### src/rtl/sds_pkg.sv
// Package for the sorted deposit store: item types, status and mode codes,
// controller states and fixed field widths. No dependencies.
`default_nettype none
package sds_pkg;

  // Fixed field widths
  localparam int AMT_W   = 31;
  localparam int CNT_W   = 7;
  localparam int TOT_W   = 37;
  localparam int RANK_W  = 6;

  // Default depth of the cell row
  localparam int CAPACITY_DEF = 64;

  // Divider sizing: one quotient bit per step
  localparam int DIV_STEPS  = TOT_W;
  localparam int DIV_STEP_W = 6;

  // Mode codes of the input item
  localparam logic [1:0] MODE_DEPOSIT = 2'd0;
  localparam logic [1:0] MODE_QUERY   = 2'd1;
  localparam logic [1:0] MODE_READ    = 2'd2;

  // Status codes of the result item
  localparam logic [2:0] STAT_OK       = 3'd0;
  localparam logic [2:0] STAT_NOT_POS  = 3'd1;
  localparam logic [2:0] STAT_FULL     = 3'd2;
  localparam logic [2:0] STAT_EMPTY    = 3'd3;
  localparam logic [2:0] STAT_NO_RANK  = 3'd4;

  typedef struct packed {
    logic [1:0]         mode;
    logic signed [31:0] amount;
    logic [RANK_W-1:0]  rank;
  } sds_in_t;

  typedef struct packed {
    logic [2:0]       status;
    logic [CNT_W-1:0] entry_count;
    logic [TOT_W-1:0] total;
    logic [AMT_W-1:0] lowest;
    logic [AMT_W-1:0] mean;
    logic [AMT_W-1:0] entry_value;
  } sds_out_t;

  // Read buses that travel down the cell row, one cell per cycle
  typedef struct packed {
    logic [AMT_W-1:0] rank_val;
    logic [AMT_W-1:0] low_val;
  } sds_rd_t;

  // Insert broadcast shared by all cells
  typedef struct packed {
    logic             ins_en;
    logic [AMT_W-1:0] new_val;
    logic [CNT_W-1:0] count;
    logic [RANK_W-1:0] rank_addr;
    logic [RANK_W-1:0] low_addr;
  } sds_bcast_t;

  typedef enum logic {
    ST_IDLE,
    ST_RUN
  } sds_state_t;

endpackage
`default_nettype wire

### src/rtl/sds_cell.sv
// One cell of the sorted row: holds one amount, shifts on insert and
// forwards the registered read buses. Depends on sds_pkg.
`default_nettype none
module sds_cell
  import sds_pkg::*;
#(
  parameter int IDX = 0
) (
  input  wire logic       clk,
  input  wire sds_bcast_t bcast,
  input  wire logic       prev_ge,
  input  wire logic [AMT_W-1:0] prev_val,
  input  wire sds_rd_t    prev_rd,
  output logic            ge,
  output logic [AMT_W-1:0] val,
  output sds_rd_t         rd
);

  logic [AMT_W-1:0] val_r, val_nxt;
  sds_rd_t          rd_r, rd_nxt;
  logic             occupied;

  // Occupied cells holding an amount not below the new one keep it
  assign occupied = (CNT_W'(IDX) < bcast.count);
  assign ge       = occupied && (val_r >= bcast.new_val);

  always_comb begin
    val_nxt = val_r;
    if (bcast.ins_en && !ge) begin
      val_nxt = prev_ge ? bcast.new_val : prev_val;
    end
  end

  // Capture own amount onto a bus when addressed, else pass the neighbor's
  always_comb begin
    rd_nxt.rank_val = (bcast.rank_addr == RANK_W'(IDX)) ? val_r : prev_rd.rank_val;
    rd_nxt.low_val  = (bcast.low_addr  == RANK_W'(IDX)) ? val_r : prev_rd.low_val;
  end

  always_ff @(posedge clk) begin
    val_r <= val_nxt;
    rd_r  <= rd_nxt;
  end

  assign val = val_r;
  assign rd  = rd_r;

endmodule
`default_nettype wire

### config.mk
export PLATFORM = sky130hd
export DESIGN_NAME = sds_cell
export DESIGN_NICKNAME = d
export VERILOG_FILES = /design/src/rtl/sds_pkg.sv /design/src/rtl/sds_cell.sv
export SDC_FILE = /design/constraint.sdc
export NUM_CORES = 1
export LEC_CHECK = 0
export BUFFER_PORTS_ARGS = -buffer_cell sky130_fd_sc_hd__buf_4
export CAP_MARGIN = 20
export CORE_ASPECT_RATIO = 0.8
export CORE_MARGIN = 3
export CORE_UTILIZATION = 45
export CTS_CLUSTER_SIZE = 30
export DETAILED_ROUTE_END_ITERATION = 12
export HOLD_SLACK_MARGIN = 0.02
export PLACE_DENSITY = 0.81
export SETUP_SLACK_MARGIN = 0.1
export SYNTH_ARGS = -nofsm -noshare
export SYNTH_HDL_FRONTEND = slang
export SYNTH_SLANG_ARGS = --single-unit
### constraint.sdc
create_clock -name clk -period 5.6 [get_ports clk]
set_input_delay 1.12 -clock clk [delete_from_list [all_inputs] [get_ports clk]]
set_output_delay 1.12 -clock clk [all_outputs]
set_load 0.02 [all_outputs]
==> flow_metrics.tcl <==
set metrics [dict create \
    core-area_um2 9270 \
    drt-initial-drc-count 93 \
    grt_remaining_overflow 0 \
    drive_above_1_share_pct 62.4 \
    status "finished, final reports clean" \
    io_buffers 239 \
    fin_skew_ns 0.00685 \
    wl_mm 12.3 \
    worstPathRequired_ns 4.48 \
    clkTransAtPathRegs_ns 0.07 \
    grt_antenna_before_repair 0 \
    cts.sinks 93 \
    synthXorXnorAreaFrac_pct 0 \
    root_buffer "clkbuf_16" \
    slew_viol_final 0 \
    critPathKind "primary input to output port" \
    synth_fa_ha_area_share_pct 8.85 \
    n_fill_cell 655 \
    tightest_slew_ns 0.542 \
    pin_count 240 \
    dieHeight_um 94.3 \
    syn_inst 320 \
    rows 31 \
    yosysWarnings 0 \
    grt_use_total_pct 21.8 \
    start_kind "primary input" \
    die_area_um2 11000 \
    regArea_um2 2170 \
    synth_edf_count 31 \
    leakagePower_uw 0.00336 \
    multi_input_area_um2 2020 \
    max_freq_mhz 257 \
    drc 0 \
    setup_viol_count_final 0 \
    cts_made_buffers 9 \
    detail_route.first_pass.iterations 4 \
    fin_cells 684 \
    ir_worst_vdd_mv 0.183 \
    rsz0062_at_grt "no" \
    clk_path_buf_depth 2 \
    placed_cell_area_um2 6250 \
    ctsHoldBuffers 0 \
    n_antenna_cell 0 \
    ys_ff_latch 93 \
    ys_seq_area_share_pct 49.5 \
    post_cts_buffers 0 \
    synth_compound_area_share_pct 4.22 \
    cp_max_fo 3 \
    nets 741 \
    cap_violations 0 \
    place_hpwl_mm 9.50 \
    design_area_um2 6610 \
    avgRoutedWirePerCell_um 17.9 \
    die_w_um 116 \
    worst_hold_path_type "flop to flop" \
    holdWs_ns 0.577 \
    grt_pass1_vias 3483 \
    synth_flop_cell "dfxtp_1" \
    end_kind "output port" \
    postSynthNetCount 497 \
    synth_mux_area_share_pct 28.2 \
    flow.area_growth_from_synthesis_pct 50.7 \
    synth_top_family_by_area "multiplexers" \
    h-tree-depth 3 \
    hold_viol 0 \
    cts_tree "yes" \
    place.gp.congestion 0.779 \
    postCtsResizedCells 0 \
    synthDistinctLibCells 29 \
    initial_core_util_pct 47.3 \
    async_flop_share_pct 0 \
    power.density_nw_per_um2 264 \
    tns_ns 0 \
    viasPerCell 4.96 \
    post-route-period-util_pct 69.5 \
    synthesis.area_um2 4380 \
    dp_cells 665 \
    dr_total_vias 3394 \
    cp_data_arrival_time_ns 2.77 \
    ant_nets 0 \
    grt_max_degree 33 \
    synth.avg_cell_area_um2 13.7 \
    slew_headroom_pct 63.7 \
    clkLatencyLatePin_ns 0.34 \
    finalCriticalPeriod_ns 3.89 \
    grt_pass1_wl_mm 17.9 \
    final_util_pct 71.3 \
    yosys.area_share.simple_pct 4.59 \
]
-- flip-flops by register name, indices dropped and copies added (netlist names) --
signal	flops
rd	62
val	31
-- critical path, stage by stage --
cell,delay [ns]
buf_4,0.08
inv_1,0.03
ha_1,0.32
a21oi_1,0.14
o21ai_0,0.12
a221oi_1,0.37
a21oi_1,0.20
o21ba_2,0.23
buf_4,0.15
-- area by class of cell --
type | count | share of cell area (%)
multi-input cells | 186 | 30.6
clock inverters | 4 | 0.398
clock buffers | 12 | 4.05
repair buffers | 242 | 28.1
inverters | 32 | 1.82
well taps | 115 | 2.18
flip-flops and latches | 93 | 32.9
-- Yosys cell counts (6+ instances only) --
| master | number | area, um2 |
|---|---|---|
| a21oi_1 | 9 | 45.0 |
| buf_6 | 6 | 67.6 |
| dfxtp_1 | 62 | 1240 |
| edfxtp_1 | 31 | 931 |
| ha_1 | 31 | 388 |
| inv_1 | 32 | 120 |
| mux2_2 | 35 | 394 |
| mux2_4 | 56 | 841 |
| nand2_1 | 9 | 33.8 |
| nand4_1 | 7 | 43.8 |
| o21ai_0 | 6 | 30.0 |
-- path summary, 6_finish.rpt --
check / from / end / slack [ns] / depth (start not counted)
hold reg to reg: val[8] / rd[8] / 0.58 / 1
setup / recovery: bcast[29] / ge / 1.71 / 9
setup reg to reg: val[10] / val[13] / 3.09 / 7
hold / removal: val[8] / rd[8] / 0.58 / 1
-- layer usage --
metal | GRT usage, % | wire length (um) | up-vias
li1 | - | - | 1651
met1 | 24.5 | 4770 | 1572
met2 | 38.2 | 6170 | 151
met3 | 8.05 | 1090 | 20
met4 | 6.96 | 238 | 0
met5 | 0 | 0 | -
-- where the power goes --
group,switching [uW],internal [uW]
clock network,257,342
registers,29.9,750
logic,163,201
-- metrics by stage --
step           power, uW  setup WS, ns
6_report            1740          1.71
5_1_grt             1820          1.46
4_1_cts             1750          1.63
3_5_place_dp        1160          1.64
3_3_place_gp        1140          1.67
2_1_floorplan        967         0.844
-- cells by family (layout without fill, tap and decap cells) --
kind of cell,after synthesis,count (layout)
AOI/OAI and AO/OA,29,29
adders and majority gates,31,31
buffers and inverters,41,290
DFF,93,93
muxes,91,91
and+or+nand+nor,35,35
-- cell usage in the layout (no fill, tap or decap), types with 2 or more instances in the layout --
master and instances:
nand2_1 9, ha_1 31, o21ai_0 5, edfxtp_1 31
nand4_1 7, inv_4 2, a211oi_1 3, mux2_2 35
nor2_1 5, dfxtp_1 62, mux2_4 56, nand3_1 4
clkbuf_16 10, inv_1 32, nand2_2 2, a21o_1 5
nor4_2 3, buf_12 3, buf_4 239, a21oi_1 9
No activity file was read; power rests on OpenSTA's default activity.
