--- src/rtl/sds_pkg.sv ---
// Package for the sorted deposit store: item types, status and mode codes,
// controller states and fixed field widths. No dependencies.
`default_nettype none
package sds_pkg;

  // Fixed field widths
  localparam int AMT_W   = 31;
  localparam int CNT_W   = 7;
  localparam int TOT_W   = 37;
  localparam int RANK_W  = 6;

  // Default depth of the cell row
  localparam int CAPACITY_DEF = 64;

  // Divider sizing: one quotient bit per step
  localparam int DIV_STEPS  = TOT_W;
  localparam int DIV_STEP_W = 6;

  // Mode codes of the input item
  localparam logic [1:0] MODE_DEPOSIT = 2'd0;
  localparam logic [1:0] MODE_QUERY   = 2'd1;
  localparam logic [1:0] MODE_READ    = 2'd2;

  // Status codes of the result item
  localparam logic [2:0] STAT_OK       = 3'd0;
  localparam logic [2:0] STAT_NOT_POS  = 3'd1;
  localparam logic [2:0] STAT_FULL     = 3'd2;
  localparam logic [2:0] STAT_EMPTY    = 3'd3;
  localparam logic [2:0] STAT_NO_RANK  = 3'd4;

  typedef struct packed {
    logic [1:0]         mode;
    logic signed [31:0] amount;
    logic [RANK_W-1:0]  rank;
  } sds_in_t;

  typedef struct packed {
    logic [2:0]       status;
    logic [CNT_W-1:0] entry_count;
    logic [TOT_W-1:0] total;
    logic [AMT_W-1:0] lowest;
    logic [AMT_W-1:0] mean;
    logic [AMT_W-1:0] entry_value;
  } sds_out_t;

  // Read buses that travel down the cell row, one cell per cycle
  typedef struct packed {
    logic [AMT_W-1:0] rank_val;
    logic [AMT_W-1:0] low_val;
  } sds_rd_t;

  // Insert broadcast shared by all cells
  typedef struct packed {
    logic             ins_en;
    logic [AMT_W-1:0] new_val;
    logic [CNT_W-1:0] count;
    logic [RANK_W-1:0] rank_addr;
    logic [RANK_W-1:0] low_addr;
  } sds_bcast_t;

  typedef enum logic {
    ST_IDLE,
    ST_RUN
  } sds_state_t;

endpackage
`default_nettype wire

--- src/rtl/sds_div.sv ---
// Restoring divider: total by count, one quotient bit per cycle.
// Depends on sds_pkg.
`default_nettype none
module sds_div
  import sds_pkg::*;
(
  input  wire logic             clk,
  input  wire logic             rst_n,
  input  wire logic             start,
  input  wire logic [TOT_W-1:0] dividend,
  input  wire logic [CNT_W-1:0] divisor,
  output logic                  busy,
  output logic [TOT_W-1:0]      quotient
);

  logic [DIV_STEP_W-1:0] step_r, step_nxt;
  logic [TOT_W-1:0]      q_r, q_nxt;
  logic [CNT_W-1:0]      rem_r, rem_nxt;
  logic [CNT_W-1:0]      dvs_r, dvs_nxt;
  logic [CNT_W:0]        trial;
  logic [CNT_W:0]        diff;

  assign trial = {rem_r, q_r[TOT_W-1]};
  assign diff  = trial - {1'b0, dvs_r};

  // Load on start, then shift in one quotient bit per step
  always_comb begin
    step_nxt = step_r;
    q_nxt    = q_r;
    rem_nxt  = rem_r;
    dvs_nxt  = dvs_r;
    if (start) begin
      step_nxt = DIV_STEP_W'(DIV_STEPS);
      q_nxt    = dividend;
      rem_nxt  = '0;
      dvs_nxt  = divisor;
    end else if (step_r != '0) begin
      step_nxt = step_r - 1'b1;
      if (trial >= {1'b0, dvs_r}) begin
        rem_nxt = diff[CNT_W-1:0];
        q_nxt   = {q_r[TOT_W-2:0], 1'b1};
      end else begin
        rem_nxt = trial[CNT_W-1:0];
        q_nxt   = {q_r[TOT_W-2:0], 1'b0};
      end
    end
  end

  always_ff @(posedge clk) begin
    if (!rst_n) begin
      step_r <= '0;
    end else begin
      step_r <= step_nxt;
    end
    q_r   <= q_nxt;
    rem_r <= rem_nxt;
    dvs_r <= dvs_nxt;
  end

  assign busy     = (step_r != '0);
  assign quotient = q_r;

endmodule
`default_nettype wire

--- config.mk ---
export PLATFORM = sky130hd
export DESIGN_NAME = sds_div
export DESIGN_NICKNAME = d
export VERILOG_FILES = /design/src/rtl/sds_pkg.sv /design/src/rtl/sds_div.sv
export SDC_FILE = /design/constraint.sdc
export NUM_CORES = 1
export LEC_CHECK = 0
export BUFFER_PORTS_ARGS = -buffer_cell sky130_fd_sc_hd__buf_2
export CAP_MARGIN = 20
export CORE_MARGIN = 2
export CORE_UTILIZATION = 51
export DETAILED_ROUTE_END_ITERATION = 6
export HOLD_SLACK_MARGIN = 0.05
export PLACE_DENSITY = 0.8
export SYNTH_ARGS = -nofsm -noshare
export SYNTH_HDL_FRONTEND = slang
export SYNTH_SLANG_ARGS = --single-unit
--- constraint.sdc ---
create_clock -name clk -period 2.85 [get_ports clk]
set_input_delay 0.57 -clock clk [delete_from_list [all_inputs] [get_ports clk]]
set_output_delay 0.57 -clock clk [all_outputs]
set_load 0.1 [all_outputs]
==> summary.md, run 1 <==
| Metric | Value |
|---|---|
| Outcome | finished clean |
| Yosys cell types | 38 |
| Drt drc | 0 |
| Number of global-route vias before repair | 1,897 |
| Met2 WL | 2.64 mm |
| Post-DP Area | 3250 um2 |
| Die ar. | 5960 um2 |
| Clock Skew | 8.92 ps |
| Worst skew pair latency | 330 ps |
| Final Hold Violating Endpoints | 0 |
| Net Sw Frac | 45.7% |
| Mapped Nets | 268 |
| Cell area after synthesis | 2730 um2 |
| Unrepaired setup endpoints after global routing | no |
| H-tree depth | 3 |
| Global-route wire length before repair | 8.82 mm |
| Die height | 77.2 um |
| CTS max path bufs | 2 |
| Routed vias | 1,959 |
| Worst path arrival time | 1920 ps |
| Via density | 5.18 |
| Port Buf Inserts | 84 |
| 1st-iter DRT viols | 108 |
| Area leader, netlist | edfxtp_1 |
| Synth async-reset ratio | 0% |
| Synth Register Bits | 57 |
| Clock slew at reported path FFs | 60 ps |
| Req. time, crit path | 2280 ps |
| TNS Setup | 0 ps |
| Final Cell Area | 3440 um2 |
| Synthesis-to-layout area growth | 25.8% |
| Crit end category | output pin |
| Starting Density | 53.1% |
| Share of layout cells above drive strength 1 | 47.7% |
| Post-DP HPWL | 4.05 mm |
| Power per cell area | 1010 nW/um2 |
| Num CTS Buffers | 9 |
| Top Ports | 85 |
| ANT cells | 0 |
| Total core area | 5140 um2 |
| Startpoint types | flip-flop |
| Cell Count Post-Placement | 362 |
| Routed WL | 5.47 mm |
| Max Clk Rate | 401 MHz |
| Hold Path Origin | divisor[2] |
| Final GP Congestion | 0.803 |
| Cts hold-fix bufs | 0 |
| Clk pwr share | 20.2% |
| DR WL/cell | 14.5 um |
| Placement Rows | 26 |
| Max-cap violations | 0 |
| Postcts setup bufs | 0 |
| Most common library cells after synthesis | 44 x edfxtp_1, 38 x mux2_2, 18 x nor2_1 |
| Final ANT Viol Nets | 0 |
| P_int | 1.88 mW |
| Hold depth | 1 |
| CTS tree | built |
| Layout Nets | 360 |
| Remaining Overflow, GRT | 0 |
| Sw Pwr | 1.58 mW |
| Post-CTS Resized | 0 |
| WHS Endpoint | dvs_r[2]$_DFFE_PP_ |
| Avg Synthesized Cell Area | 12.9 um2 |
| Hold WC Path Type | input pin to flip-flop |
| Slew @ Worst Pin | 510 ps |
| Die X | 77.2 um |
| Combinational share of power | 45.1% |
| Clock Sinks | 57 |
| Met3 WL | 342 um |
| Final Non-Filler Cells | 378 |
| Worst Reg-to-Reg Cells | 8 |
| Initial antenna violation count | 0 |
| Top sig layer | met4 |
| Internal reg-to-reg setup slack | 600 ps |
| WL met1 | 2.36 mm |
| Worst vdd ir | 0.614 mV |
| Synth area leaders | edfxtp_1 48%, mux2_2 16%, dfxtp_1 9.5% |
| Root Driver | clkbuf_8 |
| Ys flop type | edfxtp_1 |
| Pre-antenna DRT Iters | 4 |
| Final setup violation count | 0 |
| Lkg Pwr | 1.47 nW |
| Final slew viol count | 0 |
| Most frequent cell after synthesis | edfxtp_1 |
| Post-synth EDFFs | 44 |
| Max-slew headroom at the worst pin | 66.2% |
| Worst r2r src | quotient[36]$_DFFE_PP_ |
| Synthesized instance count | 211 |
| Synth top area share | 48.4% |
| Total GRT Usage | 19.4% |
| Pin count of the biggest net entering global routing | 38 |
| Seq/Total Area, Yosys | 57.9% |
| Tcrit/Tclk final | 87.5% |
| CP max FO | 14 |
| Reg-to-Reg End | rem_r[4]$_SDFFE_PP0N_ |
| Yosys warns | 0 |
| Worst setup path class | flip-flop to output pin |
| Final min period | 2490 ps |
| Sequential power share | 34.6% |
final cells by class:
type                       count  area, um2
inverter                      14       52.6
fill                         410       1700
clock inverter                 7       61.3
tap                           70       87.6
timing repair buffer          88        450
clock buffer                   9        124
multi-input combinational    133       1080
sequential                    57       1580
worst max-delay path by stage:
stage / from / to / slack [ps] / cells past startpoint
2_1_floorplan: quotient[36]$_DFFE_PP_ / rem_r[3]$_SDFFE_PP0N_ / 6 / 8
3_3_place_gp: quotient[36]$_DFFE_PP_ / rem_r[4]$_SDFFE_PP0N_ / 680 / 8
3_5_place_dp: rem_r[5]$_SDFFE_PP0N_ / rem_r[0]$_SDFFE_PP0N_ / 620 / 6
4_1_cts: step_r[0]$_SDFFE_PN0P_ / busy / 330 / 5
5_1_grt: step_r[0]$_SDFFE_PN0P_ / busy / 230 / 5
6_report: step_r[0]$_SDFFE_PN0P_ / busy / 360 / 5
power by group through the flow:
stage,clock (mW),sequential [mW],combinational (mW)
floorplan,0,1.93,0.583
global placement,0,1.21,1.55
detailed placement,0,1.21,1.57
CTS,0.719,1.20,1.57
global route,0.748,1.22,1.67
finish,0.701,1.20,1.56
registers in the layout (all words and copies together), names as in the netlist:
name      cells
quotient     37
rem_r         7
dvs_r         7
step_r        6
kinds of logic (layout without fill, tap and decap cells):
kind of cell,Yosys count,count (layout),share of synthesized area (%)
and+or+nand+nor,53,53,9.62
DFF,57,57,57.9
adders and majority gates,10,10,4.86
muxes,40,40,16.4
buffers and inverters,21,118,2.98
AOI/OAI and AO/OA,26,26,6.96
xor gates and xnor gates,4,4,1.28
critical path, cell delays in order, from the launching register on:
cell	delay, ps
dfxtp_1	330
inv_1	80
ha_1	190
and3_1	150
inv_1	330
buf_2	510
layer usage:
| metal | vias up | GRT usage (%) |
|---|---|---|
| met1 | 910 | 24.4 |
| met3 | 11 | 5.88 |
| met5 | - | 0 |
| li1 | 966 | - |
| met2 | 72 | 30.6 |
| met4 | 0 | 9.29 |
per-stage QoR:
stage                     hold slack [ps]  setup slack (ps)  power, mW  util, %
after floorplan                       472              5.89       2.51        -
after global placement                497               680       2.75     63.2
after detailed placement              502               621       2.78     63.2
after CTS                             403               329       3.49     66.8
after global routing                  403               226       3.64     66.8
final                                 416               356       3.46     66.8
placed cells by master (no fill, tap or decap), drive strengths merged, types with 5 or more instances in the layout:
cell	count
edfxtp	44
o21ai	5
mux2	38
buf	88
clkinv	6
nor2	18
inv	14
a21oi	6
clkbuf	9
a211oi	6
ha	9
nand2	12
dfxtp	13
Power figures use the tool's default switching activity.
==> run 2, diff against run 1 <==
--- a/config.mk
+++ b/config.mk
@@ -7,11 +7,13 @@
 export LEC_CHECK = 0
 export BUFFER_PORTS_ARGS = -buffer_cell sky130_fd_sc_hd__buf_2
 export CAP_MARGIN = 20
+export CELL_PAD_IN_SITES_DETAIL_PLACEMENT = 1
+export CELL_PAD_IN_SITES_GLOBAL_PLACEMENT = 1
 export CORE_MARGIN = 2
-export CORE_UTILIZATION = 51
+export CORE_UTILIZATION = 40
 export DETAILED_ROUTE_END_ITERATION = 6
 export HOLD_SLACK_MARGIN = 0.05
-export PLACE_DENSITY = 0.8
+export PLACE_DENSITY = 0.79
 export SYNTH_ARGS = -nofsm -noshare
 export SYNTH_HDL_FRONTEND = slang
 export SYNTH_SLANG_ARGS = --single-unit
==> run 2 against run 1 <==
- clock-buffer cell count up 4
- global-route usage decreased by 1.6 points
- highest routed layer unchanged
- first-iteration DRC count is 12% lower
- total power grew 5.7%
- worst hold slack improved by 4.6 ps
- non-clock buffer count stayed put
- fmax up 7.1%
==> summary.md, run 2 (synthesized netlist as in run 1, its figures left out) <==
| Metric | Value |
|---|---|
| Clock slew at reported path FFs | 60 ps (about the same) |
| Drt drc | 0 (unchanged) |
| Clock Skew | 15.2 ps (was 8.92 ps) |
| Largest register FFs | 37 (unchanged) |
| Worst skew pair latency | 330 ps (about the same) |
| Outcome | finished clean (unchanged) |
| Worst setup path class | flip-flop to flip-flop (was flip-flop to output pin) |
| WHS Endpoint | dvs_r[4]$_DFFE_PP_ (was dvs_r[2]$_DFFE_PP_) |
| Startpoint types | flip-flop (unchanged) |
| Port Buf Inserts | 84 (unchanged) |
| Lkg Pwr | 1.48 nW (was 1.47 nW) |
| Crit-path slowest cell | nor3_2 (was buf_2) |
| Hold Path Origin | divisor[4] (was divisor[2]) |
| Pre-antenna DRT Iters | 4 (unchanged) |
| Top Ports | 85 (unchanged) |
| H-tree depth | 3 (unchanged) |
| Total GRT Usage | 17.8% (was 19.4%) |
| DR WL/cell | 16.6 um (was 14.5 um) |
| Hold WS | 420 ps (was 416 ps) |
| Crit end category | flip-flop (was output pin) |
| Unrepaired setup endpoints after global routing | no (unchanged) |
| Initial antenna violation count | 0 (unchanged) |
| Hold WC Path Type | input pin to flip-flop (unchanged) |
| Global-route wire length before repair | 10.2 mm (was 8.82 mm) |
| Critical Path, Cell by Cell | inv_1, ha_1, a211oi_1, nand2_1, nor3_2, mux2_2, a211oi_1 (was inv_1, ha_1, and3_1, inv_1, buf_2) |
| Routed vias | 2,025 (was 1,959) |
| ANT cells | 0 (unchanged) |
| Die X | 86.6 um (was 77.2 um) |
| Placement Rows | 30 (was 26) |
| Routed WL | 6.46 mm (was 5.47 mm) |
| Final min period | 2330 ps (was 2490 ps) |
| Number of global-route vias before repair | 2,142 (was 1,897) |
| Remaining Overflow, GRT | 0 (unchanged) |
| Worst Reg-to-Reg Cells | 7 (was 8) |
| Max Clk Rate | 430 MHz (was 401 MHz) |
| Max-slew headroom at the worst pin | 65.2% (was 66.2%) |
| Slew @ Worst Pin | 525 ps (was 510 ps) |
| Most frequent cells in the layout | 84 x buf_2, 44 x edfxtp_1, 38 x mux2_2 (unchanged) |
| Commonest non-fill, non-tap cell in the layout | buf_2 (unchanged) |
| Reg-to-Reg End | rem_r[0]$_SDFFE_PP0N_ (was rem_r[4]$_SDFFE_PP0N_) |
| Final GP Congestion | 0.876 (was 0.803) |
| Req. time, crit path | 3090 ps (was 2280 ps) |
| CTS tree | built (unchanged) |
| Internal reg-to-reg setup slack | 520 ps (was 600 ps) |
| Net Sw Frac | 44.6% (was 45.7%) |
| Clk pwr share | 23.5% (was 20.2%) |
| Postcts setup bufs | 0 (unchanged) |
| Root Driver | clkbuf_8 (unchanged) |
| Post-DP HPWL | 4.75 mm (was 4.05 mm) |
| Share of layout cells above drive strength 1 | 47.7% (unchanged) |
| Final setup violation count | 0 (unchanged) |
| Clock Sinks | 57 (unchanged) |
| Total core area | 6680 um2 (was 5140 um2) |
| Hold depth | 1 (unchanged) |
| CP max FO | 9 (was 14) |
| Most frequent CP cell | a211oi_1 (was inv_1) |
| Worst path arrival time | 2570 ps (was 1920 ps) |
| Worst r2r src | dvs_r[6]$_DFFE_PP_ (was quotient[36]$_DFFE_PP_) |
| 1st-iter DRT viols | 95 (was 108) |
| Final Hold Violating Endpoints | 0 (unchanged) |
| Cts hold-fix bufs | 0 (unchanged) |
| Worst vdd ir | 0.593 mV (was 0.614 mV) |
| Sequential power share | 32.8% (was 34.6%) |
| Die ar. | 7510 um2 (was 5960 um2) |
| CP peak stage delay | 460 ps (was 510 ps) |
| Starting Density | 40.9% (was 53.1%) |
| Synthesis-to-layout area growth | 27.7% (was 25.8%) |
| Tcrit/Tclk final | 81.7% (was 87.5%) |
| Max-cap violations | 0 (unchanged) |
| Power per cell area | 1050 nW/um2 (was 1010 nW/um2) |
| Final slew viol count | 0 (unchanged) |
| Sw Pwr | 1.63 mW (was 1.58 mW) |
| Pin count of the biggest net entering global routing | 38 (unchanged) |
| Die height | 86.6 um (was 77.2 um) |
| Via density | 5.22 (was 5.18) |
| Final ANT Viol Nets | 0 (unchanged) |
| CTS max path bufs | 2 (unchanged) |
| TNS Setup | 0 ps (unchanged) |
| Num CTS Buffers | 9 (unchanged) |
| Layout Nets | 360 (unchanged) |
| Combinational share of power | 43.7% (was 45.1%) |
| Post-CTS Resized | 0 (unchanged) |
| Total chip power | 3.66 mW (was 3.46 mW) |
| P_int | 2.03 mW (was 1.88 mW) |
## run 2: changes by cell type in the layout (fill, tap and decap cells not counted)
cell / previous run / this run
clkinv_1: 2 / 0
bufinv_16: 1 / 2
clkbuf_8: 9 / 11
clkbuf_1: 0 / 2
clkinv_2: 3 / 1
clkinv_4: 1 / 0
## run 2: area by class of cell
cell class | instances | area, um2
inverter | 14 | 52.6
sequential | 57 | 1580
multi-input combinational | 133 | 1080
clock inverter | 3 | 65.1
tap | 80 | 100
fill | 730 | 3190
timing repair buffer | 88 | 450
clock buffer | 13 | 159
## run 2: per-stage QoR
stage	std cells	setup slack (ps)	utilization, %	instance area [um2]
5_1_grt	388	348	52.2	3490
3_5_place_dp	372	530	48.8	3260
2_1_floorplan	211	5.89	-	2740
3_3_place_gp	372	666	48.8	3260
6_report	388	522	52.2	3490
4_1_cts	388	492	52.2	3490
## run 2: power by group through the flow
| stage | logic [mW] | registers (mW) | clock network (mW) |
|---|---|---|---|
| floorplan | 0.583 | 1.93 | 0 |
| global placement | 1.57 | 1.21 | 0 |
| detailed placement | 1.60 | 1.21 | 0 |
| CTS | 1.61 | 1.20 | 0.882 |
| global route | 1.69 | 1.23 | 0.911 |
| finish | 1.60 | 1.20 | 0.860 |
## run 2: routing by layer
metal  vias to the layer above  track usage [%]  wire [um]
met1                       988             20.8       2650
met5                         -                0          0
met4                         0             8.38        207
met2                        59             30.2       3300
met3                        16             5.05        302
li1                        962                -          -
## run 2: worst max path at each step
| stage | from | end | cells past startpoint |
|---|---|---|---|
| 6_report | dvs_r[6]$_DFFE_PP_ | rem_r[0]$_SDFFE_PP0N_ | 7 |
| 5_1_grt | dvs_r[6]$_DFFE_PP_ | rem_r[0]$_SDFFE_PP0N_ | 7 |
| 4_1_cts | step_r[1]$_SDFFE_PP0N_ | busy | 5 |
| 3_5_place_dp | dvs_r[6]$_DFFE_PP_ | rem_r[0]$_SDFFE_PP0N_ | 7 |
| 3_3_place_gp | quotient[36]$_DFFE_PP_ | rem_r[4]$_SDFFE_PP0N_ | 8 |
| 2_1_floorplan | quotient[36]$_DFFE_PP_ | rem_r[3]$_SDFFE_PP0N_ | 8 |
## run 2: critical path, delay by kind of cell, from the launching register on
kind | cells | cell delay, ps
AND/OR/NAND/NOR | 2 | 590
buffers and inverters | 1 | 50
AO/OA/AOI/OAI | 2 | 500
multiplexers | 1 | 390
adder cells (fa/ha/maj) | 1 | 360
flip-flops | 1 | 350
==> run 3, diff against run 2 <==
==> constraint.sdc (replaced) <==
create_clock -name clk -period 2.4 [get_ports clk]
set_input_delay 0.48 -clock clk [delete_from_list [all_inputs] [get_ports clk]]
set_output_delay 0.48 -clock clk [all_outputs]
set_load 0.1 [all_outputs]
==> run 3 against run 2 <==
- clock power decreased by 11%
- design area decreased by 0.36%
- sequential cell count unchanged
- die area unchanged
- wire length decreased by 1.7%
- worst hold slack got worse by 100 ps
- clock-buffer cell count decreased by 3
- sequential power increased by 18%
- global-route usage increased by 0.47 points
- largest cell class unchanged
==> summary.md, run 3 (synthesized netlist as in run 1, its figures left out) <==
| Metric | Value |
|---|---|
| GRT met3 Usage | 6.48% (was 5.05%) |
| Met2 Usage GRT | 29.0% (was 30.2%) |
| CTS max path bufs | 2 (unchanged) |
| Max-slew headroom at the worst pin | 66.5% (was 65.2%) |
| Kind of cell adding the most delay to the critical path | simple AND/OR/NAND/NOR gates (unchanged) |
| Filler cell count | 733 (was 730) |
| Max-cap violations | 0 (unchanged) |
| Die ar. | 7510 um2 (unchanged) |
| Tcrit/Tclk final | 91.4% (was 81.7%) |
| Clock Sinks | 57 (unchanged) |
| Worst r2r src | quotient[36]$_DFFE_PP_ (was dvs_r[6]$_DFFE_PP_) |
| Layout Nets | 360 (unchanged) |
| Internal reg-to-reg setup slack | 210 ps (was 520 ps) |
| Worst vdd ir | 0.614 mV (was 0.593 mV) |
| CP max FO | 9 (unchanged) |
| Top Ports | 85 (unchanged) |
| Final ANT Viol Nets | 0 (unchanged) |
| Max Clk Rate | 456 MHz (was 430 MHz) |
| Hold WC Path Type | input pin to flip-flop (unchanged) |
| WHS Endpoint | dvs_r[4]$_DFFE_PP_ (unchanged) |
| H-tree depth | 3 (unchanged) |
| CP peak stage delay | 360 ps (was 460 ps) |
| Slew @ Worst Pin | 506 ps (was 525 ps) |
| Post-DP HPWL | 4.73 mm (was 4.75 mm) |
| Remaining Overflow, GRT | 0 (unchanged) |
| Final slew viol count | 0 (unchanged) |
| Global route hottest layer | met2 (unchanged) |
| Worst setup path class | flip-flop to flip-flop (unchanged) |
| Hold WS | 319 ps (was 420 ps) |
| Unrepaired setup endpoints after global routing | no (unchanged) |
| M1 GR Usage | 22.4% (was 20.8%) |
| Postcts setup bufs | 0 (unchanged) |
| ANT cells | 0 (unchanged) |
| Global-route wire length before repair | 10.2 mm (about the same) |
| Starting Density | 40.9% (unchanged) |
| Routed vias | 2,006 (was 2,025) |
| Startpoint types | flip-flop (unchanged) |
| Clock slew at reported path FFs | 60 ps (about the same) |
| Final Non-Filler Cells | 388 (unchanged) |
| CP Buf/Inv Count | 1 (unchanged) |
| Cell Count Post-Placement | 372 (unchanged) |
| Pre-antenna DRT Iters | 4 (unchanged) |
| Die X | 86.6 um (unchanged) |
| Post-DP Area | 3310 um2 (was 3260 um2) |
| Pin count of the biggest net entering global routing | 38 (unchanged) |
| Number of global-route vias before repair | 2,124 (was 2,142) |
| Synthesis-to-layout area growth | 27.2% (was 27.7%) |
| Reg-to-Reg End | rem_r[3]$_SDFFE_PP0N_ (was rem_r[0]$_SDFFE_PP0N_) |
| Cts hold-fix bufs | 0 (unchanged) |
| Commonest non-fill, non-tap cell in the layout | buf_2 (unchanged) |
| Crit-path slowest cell | edfxtp_1 (was nor3_2) |
| Final min period | 2190 ps (was 2330 ps) |
| Via density | 5.17 (was 5.22) |
| Post-CTS Resized | 0 (unchanged) |
| Sequential Area | 1580 um2 (unchanged) |
| Crit end category | flip-flop (unchanged) |
| Worst Reg-to-Reg Cells | 8 (was 7) |
| Port Buf Inserts | 84 (unchanged) |
| Lkg Pwr | 1.47 nW (was 1.48 nW) |
| Critical Path, Cell by Cell | inv_1, ha_2, fa_2, nand2b_4, a211oi_4, nor3_4, or3_1, a311oi_2 (was inv_1, ha_1, a211oi_1, nand2_1, nor3_2, mux2_2, a211oi_1) |
| Final setup violation count | 0 (unchanged) |
| Multi-input gate area | 1100 um2 (was 1080 um2) |
| Worst path arrival time | 2440 ps (was 2570 ps) |
| Share of layout cells above drive strength 1 | 48.4% (was 47.7%) |
| DR WL/cell | 16.4 um (was 16.6 um) |
| Clock Skew | 5.25 ps (was 15.2 ps) |
| Placement Rows | 30 (unchanged) |
| Hold Path Origin | divisor[4] (unchanged) |
| Initial antenna violation count | 0 (unchanged) |
| Total GRT Usage | 18.3% (was 17.8%) |
| CTS tree | built (unchanged) |
| Crit path depth | 8 (was 7) |
| Final Cell Area | 3470 um2 (was 3490 um2) |
| 1st-iter DRT viols | 66 (was 95) |
| Outcome | finished clean (unchanged) |
| Most frequent cells in the layout | 83 x buf_2, 44 x edfxtp_1, 38 x mux2_2 (was 84 x buf_2, 44 x edfxtp_1, 38 x mux2_2) |
| Final GP Congestion | 0.806 (was 0.876) |
| Routed WL | 6.35 mm (was 6.46 mm) |
| Hold depth | 1 (unchanged) |
| Total chip power | 4.13 mW (was 3.66 mW) |
| Die height | 86.6 um (unchanged) |
| Root Driver | clkbuf_8 (unchanged) |
| Largest register FFs | 37 (unchanged) |
| Final Hold Violating Endpoints | 0 (unchanged) |
| Power per cell area | 1190 nW/um2 (was 1050 nW/um2) |
| Total core area | 6680 um2 (unchanged) |
| Num CTS Buffers | 9 (unchanged) |
| Worst skew pair latency | 340 ps (was 330 ps) |
| Drt drc | 0 (unchanged) |
| Req. time, crit path | 2650 ps (was 3090 ps) |
==> run 3: changes by cell type in the layout (fill, tap and decap cells not counted), moves of 2 or more <==
cell / change
buf_12: +2
bufinv_16: -2
clkbuf_8: -2
clkinv_2: +2
==> run 3: worst max-delay path by stage <==
stage | start | endpoint | slack, ps
floorplan | quotient[36]$_DFFE_PP_ | rem_r[3]$_SDFFE_PP0N_ | -350
global placement | dvs_r[6]$_DFFE_PP_ | quotient[0]$_DFFE_PP_ | 310
detailed placement | quotient[36]$_DFFE_PP_ | rem_r[3]$_SDFFE_PP0N_ | 220
CTS | quotient[36]$_DFFE_PP_ | rem_r[3]$_SDFFE_PP0N_ | 200
global route | step_r[0]$_SDFFE_PN0P_ | busy | 60
finish | quotient[36]$_DFFE_PP_ | rem_r[3]$_SDFFE_PP0N_ | 210
==> run 3: worst reg2reg max path: cells and delay by family, from the launching register on <==
family | cells | cell delay (ps)
fa+ha+maj | 2 | 530
compound gates | 2 | 530
buf+inv | 1 | 70
flops | 1 | 360
simple gates | 3 | 620
==> run 3: power breakdown <==
group          switching, mW  leakage, nW  internal [mW]
Clock                  0.396       0.0835          0.367
Sequential             0.129        0.563           1.29
Combinational           1.45        0.824          0.493
==> run 3: area by class of cell <==
class                           count  share of cell area (%)
Sequential cell                    57                    45.5
Multi-Input combinational cell    133                    31.7
Timing Repair Buffer               88                    13.8
Clock buffer                       10                    3.67
Tap cell                           80                    2.88
Inverter                           14                    1.51
Clock inverter                      6                    1.01
==> run 3: stage by stage <==
step | setup slack (ps) | util, % | setup TNS [ps]
after floorplan | -354 | - | -1940
after global placement | 308 | 49.6 | 0
after detailed placement | 219 | 49.6 | 0
after CTS | 196 | 52.0 | 0
after global routing | 61.8 | 52.0 | 0
final | 206 | 52.0 | 0
==> run 3: metal layers <==
metal  routed length [um]  vias to the layer above
met2                 3180                       49
met3                  333                       16
li1                     -                      963
met5                    0                        -
met1                 2670                      978
met4                  161                        0
